File: config.mk
export PLATFORM = sky130hd
export DESIGN_NAME = integer_to_ascii_radix
export DESIGN_NICKNAME = d
export VERILOG_FILES = /design/src/rtl/ita_pkg.sv /design/src/rtl/ita_dabble.sv /design/src/rtl/ita_emit.sv /design/src/rtl/integer_to_ascii_radix.sv
export SDC_FILE = /design/constraint.sdc
export NUM_CORES = 1
export LEC_CHECK = 0
export BUFFER_PORTS_ARGS = -buffer_cell sky130_fd_sc_hd__clkbuf_2
export CORE_UTILIZATION = 60
export CTS_BUF_LIST = sky130_fd_sc_hd__clkbuf_8
export CTS_CLUSTER_SIZE = 16
export DETAILED_ROUTE_END_ITERATION = 10
export GPL_ROUTABILITY_DRIVEN = 0
export GPL_TIMING_DRIVEN = 0
export MAX_ROUTING_LAYER = met4
export PLACE_DENSITY = 0.86
export SLEW_MARGIN = 20
export SYNTH_ARGS = -nofsm -noshare
export SYNTH_HDL_FRONTEND = slang
export SYNTH_SLANG_ARGS = --single-unit
File: constraint.sdc
create_clock -name clk -period 3.5 [get_ports clk]
set_clock_uncertainty 0.15 [all_clocks]
set_input_delay 0.175 -clock clk [delete_from_list [all_inputs] [get_ports clk]]
set_output_delay 0.175 -clock clk [all_outputs]
set_load 0.05 [all_outputs]
File: src/rtl/ita_pkg.sv
// Shared types, sizes and character codes for the integer-to-ASCII converter.
// Used by every module under rtl; depends on nothing else.
package ita_pkg;

  localparam int VALUE_WIDTH = 32;

  // Decimal digits that cover any value below 2^VALUE_WIDTH.
  localparam int NDEC      = (VALUE_WIDTH * 30103) / 100000 + 1;
  localparam int NHEX      = (VALUE_WIDTH + 3) / 4;
  localparam int HEX_BITS  = 4 * NHEX;
  localparam int DIG_BITS  = 4 * NDEC;
  localparam int CNT_W     = $clog2(DIG_BITS + 1);
  localparam int BITCNT_W  = $clog2(VALUE_WIDTH + 1);

  localparam logic [1:0] RADIX_DEC = 2'd0;
  localparam logic [1:0] RADIX_HEX = 2'd1;
  localparam logic [1:0] RADIX_BIN = 2'd2;

  localparam logic [6:0] CH_ZERO  = 7'h30;
  localparam logic [6:0] CH_UPPER = 7'h41;
  localparam logic [6:0] CH_MINUS = 7'h2D;
  localparam logic [6:0] CH_X     = 7'h78;
  localparam logic [6:0] CH_B     = 7'h62;

  typedef struct packed {
    logic signed [VALUE_WIDTH-1:0] value;
    logic [1:0]                    radix_code;
  } num_req_t;

  typedef struct packed {
    logic [6:0] out_char;
    logic       last_char;
  } chr_req_t;

  // Everything the character sequencer needs to start one item.
  typedef struct packed {
    logic                neg;
    logic [1:0]          radix;
    logic [DIG_BITS-1:0] digs;
    logic [CNT_W-1:0]    cnt;
  } emit_load_t;

  function automatic logic [6:0] digit_char(input logic [3:0] d);
    logic [6:0] ch;
    if (d < 4'd10) begin
      ch = CH_ZERO + {3'b000, d};
    end else begin
      ch = CH_UPPER + {3'b000, d} - 7'd10;
    end
    return ch;
  endfunction

endpackage

File: src/rtl/ita_dabble.sv
// Bit-serial binary to BCD converter (shift and add-3), one magnitude bit a cycle.
// Depends on ita_pkg for widths.
module ita_dabble (
  input  logic                              clk,
  input  logic                              rst,
  input  logic                              start,
  input  logic [ita_pkg::VALUE_WIDTH-1:0]   mag,
  output logic                              active,
  output logic                              done,
  output logic [ita_pkg::DIG_BITS-1:0]      bcd
);
  import ita_pkg::*;

  logic                   busy;
  logic [BITCNT_W-1:0]    bitcnt;
  logic [VALUE_WIDTH-1:0] sh;
  logic [DIG_BITS-1:0]    adj;

  // Add 3 to every digit of five or more before the shift.
  always_comb begin
    for (int i = 0; i < NDEC; i++) begin
      if (bcd[4*i +: 4] >= 4'd5) begin
        adj[4*i +: 4] = bcd[4*i +: 4] + 4'd3;
      end else begin
        adj[4*i +: 4] = bcd[4*i +: 4];
      end
    end
  end

  always_ff @(posedge clk) begin
    if (rst) begin
      busy   <= 1'b0;
      done   <= 1'b0;
      bitcnt <= '0;
    end else begin
      done <= busy && (bitcnt == BITCNT_W'(1));
      if (start) begin
        busy   <= 1'b1;
        bitcnt <= BITCNT_W'(VALUE_WIDTH);
      end else if (busy) begin
        bitcnt <= bitcnt - BITCNT_W'(1);
        if (bitcnt == BITCNT_W'(1)) begin
          busy <= 1'b0;
        end
      end
    end
  end

  always_ff @(posedge clk) begin
    if (start) begin
      sh  <= mag;
      bcd <= '0;
    end else if (busy) begin
      sh  <= {sh[VALUE_WIDTH-2:0], 1'b0};
      bcd <= {adj[DIG_BITS-2:0], sh[VALUE_WIDTH-1]};
    end
  end

  assign active = busy || done;

`ifndef SYNTH
  a_start_loads: assert property (@(posedge clk) disable iff (rst)
    start |=> (busy && bitcnt == BITCNT_W'(VALUE_WIDTH)))
    else $error("converter did not load a full bit count");
  a_done_pulse: assert property (@(posedge clk) disable iff (rst)
    done |-> (!busy && !$past(done)))
    else $error("conversion done is not a single pulse after the last bit");
`endif

endmodule

File: src/rtl/ita_emit.sv
// Character sequencer: sign, radix prefix and digits, one per unstalled cycle,
// into an output register. Digits shift out MSD first. Depends on ita_pkg.
module ita_emit (
  input  logic                 clk,
  input  logic                 rst,
  input  logic                 load,
  input  ita_pkg::emit_load_t  load_req,
  output logic                 busy,
  output logic                 chr_valid,
  input  logic                 chr_stall,
  output ita_pkg::chr_req_t    chr
);
  import ita_pkg::*;

  localparam logic [2:0] PH_IDLE   = 3'd0;
  localparam logic [2:0] PH_SKIP   = 3'd1;
  localparam logic [2:0] PH_SIGN   = 3'd2;
  localparam logic [2:0] PH_ZERO   = 3'd3;
  localparam logic [2:0] PH_LETTER = 3'd4;
  localparam logic [2:0] PH_DIGIT  = 3'd5;

  logic [2:0]          phase;
  logic [2:0]          phase_next;
  logic                neg;
  logic [1:0]          radix;
  logic [DIG_BITS-1:0] digs;
  logic [CNT_W-1:0]    cnt;

  logic       is_bin;
  logic       prefixed;
  logic       top_zero;
  logic [6:0] cur_char;
  logic       cur_last;
  logic       emitting;
  logic       fire;
  logic       shift;

  assign is_bin   = (radix == RADIX_BIN);
  assign prefixed = (radix == RADIX_HEX) || is_bin;
  assign top_zero = is_bin ? !digs[DIG_BITS-1] : (digs[DIG_BITS-1 -: 4] == 4'd0);
  assign emitting = (phase == PH_SIGN) || (phase == PH_ZERO) ||
                    (phase == PH_LETTER) || (phase == PH_DIGIT);
  assign fire     = emitting && (!chr_valid || !chr_stall);

  always_comb begin
    phase_next = phase;
    cur_char   = CH_ZERO;
    cur_last   = 1'b0;
    shift      = 1'b0;
    case (phase)
      PH_IDLE: begin
        phase_next = PH_IDLE;
      end
      PH_SKIP: begin
        // drop leading zeros, keep at least one digit
        if (top_zero && cnt > CNT_W'(1)) begin
          shift = 1'b1;
        end else if (neg) begin
          phase_next = PH_SIGN;
        end else if (prefixed) begin
          phase_next = PH_ZERO;
        end else begin
          phase_next = PH_DIGIT;
        end
      end
      PH_SIGN: begin
        cur_char = CH_MINUS;
        if (fire) begin
          phase_next = prefixed ? PH_ZERO : PH_DIGIT;
        end
      end
      PH_ZERO: begin
        cur_char = CH_ZERO;
        if (fire) begin
          phase_next = PH_LETTER;
        end
      end
      PH_LETTER: begin
        cur_char = is_bin ? CH_B : CH_X;
        if (fire) begin
          phase_next = PH_DIGIT;
        end
      end
      PH_DIGIT: begin
        cur_char = is_bin ? (CH_ZERO + {6'b000000, digs[DIG_BITS-1]})
                          : digit_char(digs[DIG_BITS-1 -: 4]);
        cur_last = (cnt == CNT_W'(1));
        if (fire) begin
          shift = 1'b1;
          if (cnt == CNT_W'(1)) begin
            phase_next = PH_IDLE;
          end
        end
      end
      default: begin
        phase_next = PH_IDLE;
      end
    endcase
  end

  always_ff @(posedge clk) begin
    if (rst) begin
      phase     <= PH_IDLE;
      chr_valid <= 1'b0;
    end else begin
      if (load) begin
        phase <= PH_SKIP;
      end else begin
        phase <= phase_next;
      end
      if (fire) begin
        chr_valid <= 1'b1;
      end else if (!chr_stall) begin
        chr_valid <= 1'b0;
      end
    end
  end

  always_ff @(posedge clk) begin
    if (load) begin
      neg   <= load_req.neg;
      radix <= load_req.radix;
      digs  <= load_req.digs;
      cnt   <= load_req.cnt;
    end else if (shift) begin
      digs <= is_bin ? {digs[DIG_BITS-2:0], 1'b0} : {digs[DIG_BITS-5:0], 4'b0000};
      cnt  <= cnt - CNT_W'(1);
    end
    if (fire) begin
      chr.out_char  <= cur_char;
      chr.last_char <= cur_last;
    end
  end

  assign busy = (phase != PH_IDLE);

`ifndef SYNTH
  a_last_ends: assert property (@(posedge clk) disable iff (rst)
    (fire && cur_last) |=> (phase == PH_IDLE))
    else $error("sequencer kept running after the final character");
  a_cnt_live: assert property (@(posedge clk) disable iff (rst)
    (phase != PH_IDLE) |-> (cnt != '0))
    else $error("digit count ran out while an item was in flight");
`endif

endmodule

File: src/rtl/integer_to_ascii_radix.sv
// Converts a signed integer to ASCII text in decimal, "0x" hex (upper case) or
// "0b" binary, one character per output request, most significant first, with a
// leading '-' for negative values and last_char set on the final character. One
// value is in flight at a time: num_stall stays high from acceptance until the
// last character has entered the output register. Hex and binary load the
// sequencer directly; decimal first runs a bit-serial BCD conversion and then
// hands its digits over. The sequencer drops leading zero digits and sends the
// rest, so every digit slot is either dropped or sent; output stalls lengthen
// the time the input is held. Depends on ita_pkg, ita_dabble, ita_emit.
module integer_to_ascii_radix (
  input  logic              clk,
  input  logic              rst,
  input  logic              num_valid,
  output logic              num_stall,
  input  ita_pkg::num_req_t num,
  output logic              chr_valid,
  input  logic              chr_stall,
  output ita_pkg::chr_req_t chr
);
  import ita_pkg::*;

  logic                   accept;
  logic                   neg_in;
  logic [VALUE_WIDTH-1:0] mag;
  logic [1:0]             radix_in;
  logic                   neg;
  logic                   dab_start;
  logic                   dab_active;
  logic                   dab_done;
  logic [DIG_BITS-1:0]    bcd;
  logic                   emit_load;
  logic                   emit_busy;
  emit_load_t             load_req;

  assign num_stall = dab_active || emit_busy;
  assign accept    = num_valid && !num_stall;

  assign neg_in = num.value[VALUE_WIDTH-1];
  // Unsigned magnitude, so the most negative value comes out exact.
  assign mag    = neg_in ? (~num.value + VALUE_WIDTH'(1)) : num.value;

  always_comb begin
    case (num.radix_code)
      RADIX_HEX: radix_in = RADIX_HEX;
      RADIX_BIN: radix_in = RADIX_BIN;
      default:   radix_in = RADIX_DEC;
    endcase
  end

  assign dab_start = accept && (radix_in == RADIX_DEC);
  assign emit_load = dab_done || (accept && (radix_in != RADIX_DEC));

  // hold the sign while the BCD conversion runs
  always_ff @(posedge clk) begin
    if (accept) begin
      neg <= neg_in;
    end
  end

  always_comb begin
    if (dab_done) begin
      load_req.neg   = neg;
      load_req.radix = RADIX_DEC;
      load_req.digs  = bcd;
      load_req.cnt   = CNT_W'(NDEC);
    end else if (radix_in == RADIX_BIN) begin
      load_req.neg   = neg_in;
      load_req.radix = RADIX_BIN;
      load_req.digs  = DIG_BITS'(mag) << (DIG_BITS - VALUE_WIDTH);
      load_req.cnt   = CNT_W'(VALUE_WIDTH);
    end else begin
      load_req.neg   = neg_in;
      load_req.radix = RADIX_HEX;
      load_req.digs  = DIG_BITS'(mag) << (DIG_BITS - HEX_BITS);
      load_req.cnt   = CNT_W'(NHEX);
    end
  end

  ita_dabble u_dabble (
    .clk    (clk),
    .rst    (rst),
    .start  (dab_start),
    .mag    (mag),
    .active (dab_active),
    .done   (dab_done),
    .bcd    (bcd)
  );

  ita_emit u_emit (
    .clk       (clk),
    .rst       (rst),
    .load      (emit_load),
    .load_req  (load_req),
    .busy      (emit_busy),
    .chr_valid (chr_valid),
    .chr_stall (chr_stall),
    .chr       (chr)
  );

`ifndef SYNTH
  a_one_unit: assert property (@(posedge clk) disable iff (rst)
    !(dab_active && emit_busy))
    else $error("converter and sequencer both hold an item");
`endif

endmodule

==> results by stage <==
Clocking:
- The cell sitting at the root of the clock tree is a clkbuf_8.
- The number of buffers added by the clock tree synthesis step is 17.
- The total number of clock tree sinks is 142.
- The clock latency of the later-clocked register in the worst-skew pair is 450 ps.
- The clock passes through at most 2 buffers.
- Once the clock tree was built, the resizer swapped 0 gates to a different size.
- The H-tree was split into 4 levels.
- The TritonCTS clock tree is done.
- After clock tree synthesis, the clock-pin slew on the worst setup and hold paths is 80 ps.

Setup path:
- Along the worst path, the maximum fanout reaches 46.
- The worst setup path is captured at a flop.
- The reg-to-reg critical path endpoint is u_emit.digs[31]$_DFFE_PP_.
- The critical path arrival is 3100 ps.
- The critical path startpoint category is a flop.
- The worst reg2reg path startpoint is u_emit.phase[1]$_SDFFE_PP0P_.
- The dominant delay contributor by cell family on the critical path is simple AND/OR/NAND/NOR gates.
- The total number of cells along the worst setup path is 6.
- STA puts the critical path data required time at 3330 ps.
- The worst reg2reg path depth is 6.
- The setup slack on the worst flop-to-flop path is 220 ps.
- The critical path goes through buf_2, nor4_1, and3_1, nor2_2, clkbuf_1, nand3_4.
- The highest cell delay on the worst timing path is 700 ps.
- The slowest stage of the critical path is the nand3_4 cell.
- The worst setup path is of the flop to flop kind.
- The critical path contains buffers and inverters numbering 2 combined.

Finish:
- Summing all non-filler instances in the final layout gives an area of 8970 um2.
- The layout cell share with drive strength beyond 1 is 12.1%.
- The number of cells in the finished layout apart from fillers is 1,079.
- The most common cell after layout, fill and taps aside is nand2_1.
- The filler cells instantiated in the layout total 941.
- The synthesis-to-finish area growth is 11.4%.
- In the layout the commonest cells are nand2_1 (94), o21ai_0 (90), edfxtp_1 (90).
- The count of nets after finishing is 959.

Global route:
- Global routing used 30.6% of the available tracks across all layers.
- The largest net degree at the start of global routing is 47.
- The number of global-route vias before repair is 6,339.
- The initial antenna violation count came to 1.
- The first global-routing pass estimated 32,200 um of wire.
- The leftover overflow at the end of global routing is 0.

Timing:
- At the pin with the least slew margin, the transition time is 884 ps.
- The time the worst path needs with I/O delays and setup is 3280 ps.
- Setup slack on the critical path of the routed design comes to 225 ps.
- The final number of max-transition violations was 0.
- The hold violation total from the final report came to 0.
- The highest attainable clock frequency is 305 MHz.
- The normalized max-slew margin is 41.0%.
- Setup violations remaining at the end of the flow were counted as 0.
- Hold is met by 24.2 ps.
- Setup repair after global routing left no endpoint under its margin.
- The final cycle utilization of the critical path is 93.6%.

Floorplanning:
- In this run the standard cell core region covers 12,900 um2.
- The die covers 13,900 um2.
- The die height is 118 um.
- The top-level port count is 48.
- The number of rows in the core area is 41.
- The die extent in x is 118 um.
- For this configuration, the core starts out at a cell density of 62.6%.

Yosys:
- The area fraction in compound gates after synthesis is 17.8%.
- The async set-reset flop share out of synthesis is 0%.
- By area the synthesized netlist is led by edfxtp_1 (34%), dfxtp_1 (13%), o21ai_0 (5.6%), mux2i_1 (4.8%), nand2_1 (4.4%).
- The portion of the post-synthesis area used by sequential elements is 46.5%.
- The dominant combinational cell family by area after synthesis is compound AO/OA/AOI/OAI gates.
- After Yosys synthesis, XOR and XNOR cells account for 6.20% of the synthesized area.
- The largest area contributor in the netlist is edfxtp_1.
- Counting flops and latches in the post-synthesis netlist gives 142.
- The multiplexer share of the synthesized area is 6.80%.
- The average instance area after synthesis is 9.85 um2.
- During synthesis, Yosys emitted a total of 0 warnings.
- The cell area that synthesis handed to floorplanning was 8060 um2.
- The unique cell type count in the Yosys netlist is 60.
- The number of flops mapped to enable cells by yosys is 90.
- The area share of the largest cell type after synthesis is 33.5%.
- The basic-gate share of the synthesized area counting and, or, nand and nor cells is 14.3%.
- The number of nets handed over by synthesis was 884.
- Among all flip-flop cells after synthesis, the most frequent one is edfxtp_1.
- Of the total synthesized cell area, the portion taken by full adders, half adders and majority gates is 4.35%.
- The synthesized instance count is 818.

Detailed routing:
- The final routed wire length divided by cell count is 18.7 um.
- The iteration count of the initial detailed-routing pass is 5.
- The initial DRC count is 772.
- After detailed routing, the number of remaining DRC violations is 0.
- The total number of vias is 6,699.
- The sum of routed wire length over all layers is 20,100 um.
- The number of nets with antenna violations after routing is 0.
- The routed via count divided by cell count is 6.21.

Pwr:
- In this run the static leakage power is 3.27 nW.
- The power density over the cells is 627 nW/um2.
- The worst ir drop on vdd is 0.000447 V.
- The design draws 5.62 mW.

Min path:
- The tightest min-delay check is of the primary input to flop type.
- The worst hold path terminates at u_dabble.sh[18]$_DFFE_PP_.
- The beginning of the worst hold path is num[20].
- Along the worst hold path, the cell count comes to 3.

Placement:
- At the placement stage, the worst setup path has a slack of 253 ps.
- Counting tap cells, the placed design contains a total of 1,037 instances.
- The placed wire-length estimate is 14,500 um.
- The count of buffers added on input and output ports is 46.
- Summing all placed instances gives a cell area of 8550 um2.

Run status:
- The run finished with clean final reports.

Run:
- The tool flagged a number of max-cap violations equal to 0.
how the worst max path moves through the flow:
stage | startpoint | to | slack (ps)
after floorplan | u_emit.phase[1]$_SDFFE_PP0P_ | u_emit.cnt[0]$_SDFFCE_PP0P_ | 270
after global placement | num[0] | u_emit.digs[17]$_DFFE_PP_ | -1050
after detailed placement | num[0] | u_emit.digs[17]$_DFFE_PP_ | 250
after CTS | u_emit.phase[1]$_SDFFE_PP0P_ | u_emit.digs[19]$_DFFE_PP_ | 300
after global routing | u_emit.phase[1]$_SDFFE_PP0P_ | u_emit.digs[20]$_DFFE_PP_ | 70
final | u_emit.phase[1]$_SDFFE_PP0P_ | u_emit.digs[31]$_DFFE_PP_ | 220
cells in the mapped netlist (all sizes together), types with 2 or more instances:
library cell,instances
clkbuf,36
buf,12
nor4,8
mux2,14
nand2b,24
a2111oi,2
a311oi,2
o22ai,2
nand4,4
nand2,94
edfxtp,90
a21o,8
mux2i,39
nand3,31
o221ai,12
and3,2
nor3b,3
o21bai,2
or3,4
o211ai,9
o31ai,20
a22oi,15
nor2b,2
nor2,36
xor2,31
dfxtp,52
o21ai,91
and2,2
nor3,19
ha,28
xnor2,26
or2,2
inv,35
a221o,3
o41ai,8
a21oi,37
worst register-to-register path: cells and delay by family, from the launching register on:
kind	cells	cell delay, ps
buf+inv	2	820
simple gates	4	1430
flops	1	360
timing repair:
item / CTS / global route
hold buffers: 9 / 0
hold endpoints to repair: 11 / 0
setup buffers: 0 / 0
through the flow:
| step | setup TNS, ps | utilization (%) |
|---|---|---|
| after global routing | 0 | 69.7 |
| after detailed placement | 0 | 66.4 |
| final | 0 | 69.7 |
| after floorplan | 0 | - |
| after global placement | -48270 | 66.0 |
| after CTS | 0 | 69.7 |
layout make-up:
cell class                      count  area (um2)  area share [%]
Tap cell                          172         215            2.40
Multi-Input combinational cell    592        3990            44.5
Antenna cell                        1        2.50          0.0279
Clock inverter                     14        87.6           0.976
Sequential cell                   142        3740            41.7
Inverter                           36         135            1.51
Timing Repair Buffer               56         348            3.88
Buffer                             48         201            2.24
Clock buffer                       18         248            2.76
layer usage:
metal / wire length [um] / track usage (%)
met5: 0 / -
met4: 571 / 11.5
met3: 1570 / 8.24
met2: 9450 / 47.4
met1: 8550 / 38.4
registers in the layout (all words and copies together) (netlist names):
register and count:
u_emit.radix 2, u_emit.chr_valid 1, u_emit.digs 40, u_dabble.sh 32, u_emit.cnt 6, u_emit.neg 1, u_dabble.bitcnt 6, u_emit.phase 3
u_emit.chr 8, neg 1, u_dabble.busy 1, u_dabble.bcd 40, u_dabble.done 1
power by group:
group	leakage, nW	switching, mW	internal (mW)
combinational	1.82	1.21	0.630
sequential	1.26	0.229	2.39
clock	0.187	0.609	0.553
kinds of logic after synthesis:
logic type / after synthesis
xor gates and xnor gates: 57
adders and majority gates: 28
and+or+nand+nor: 235
AOI/OAI and AO/OA: 219
muxes: 53
DFF: 142
buffers and inverters: 84
(Power assumes the default switching activity.)
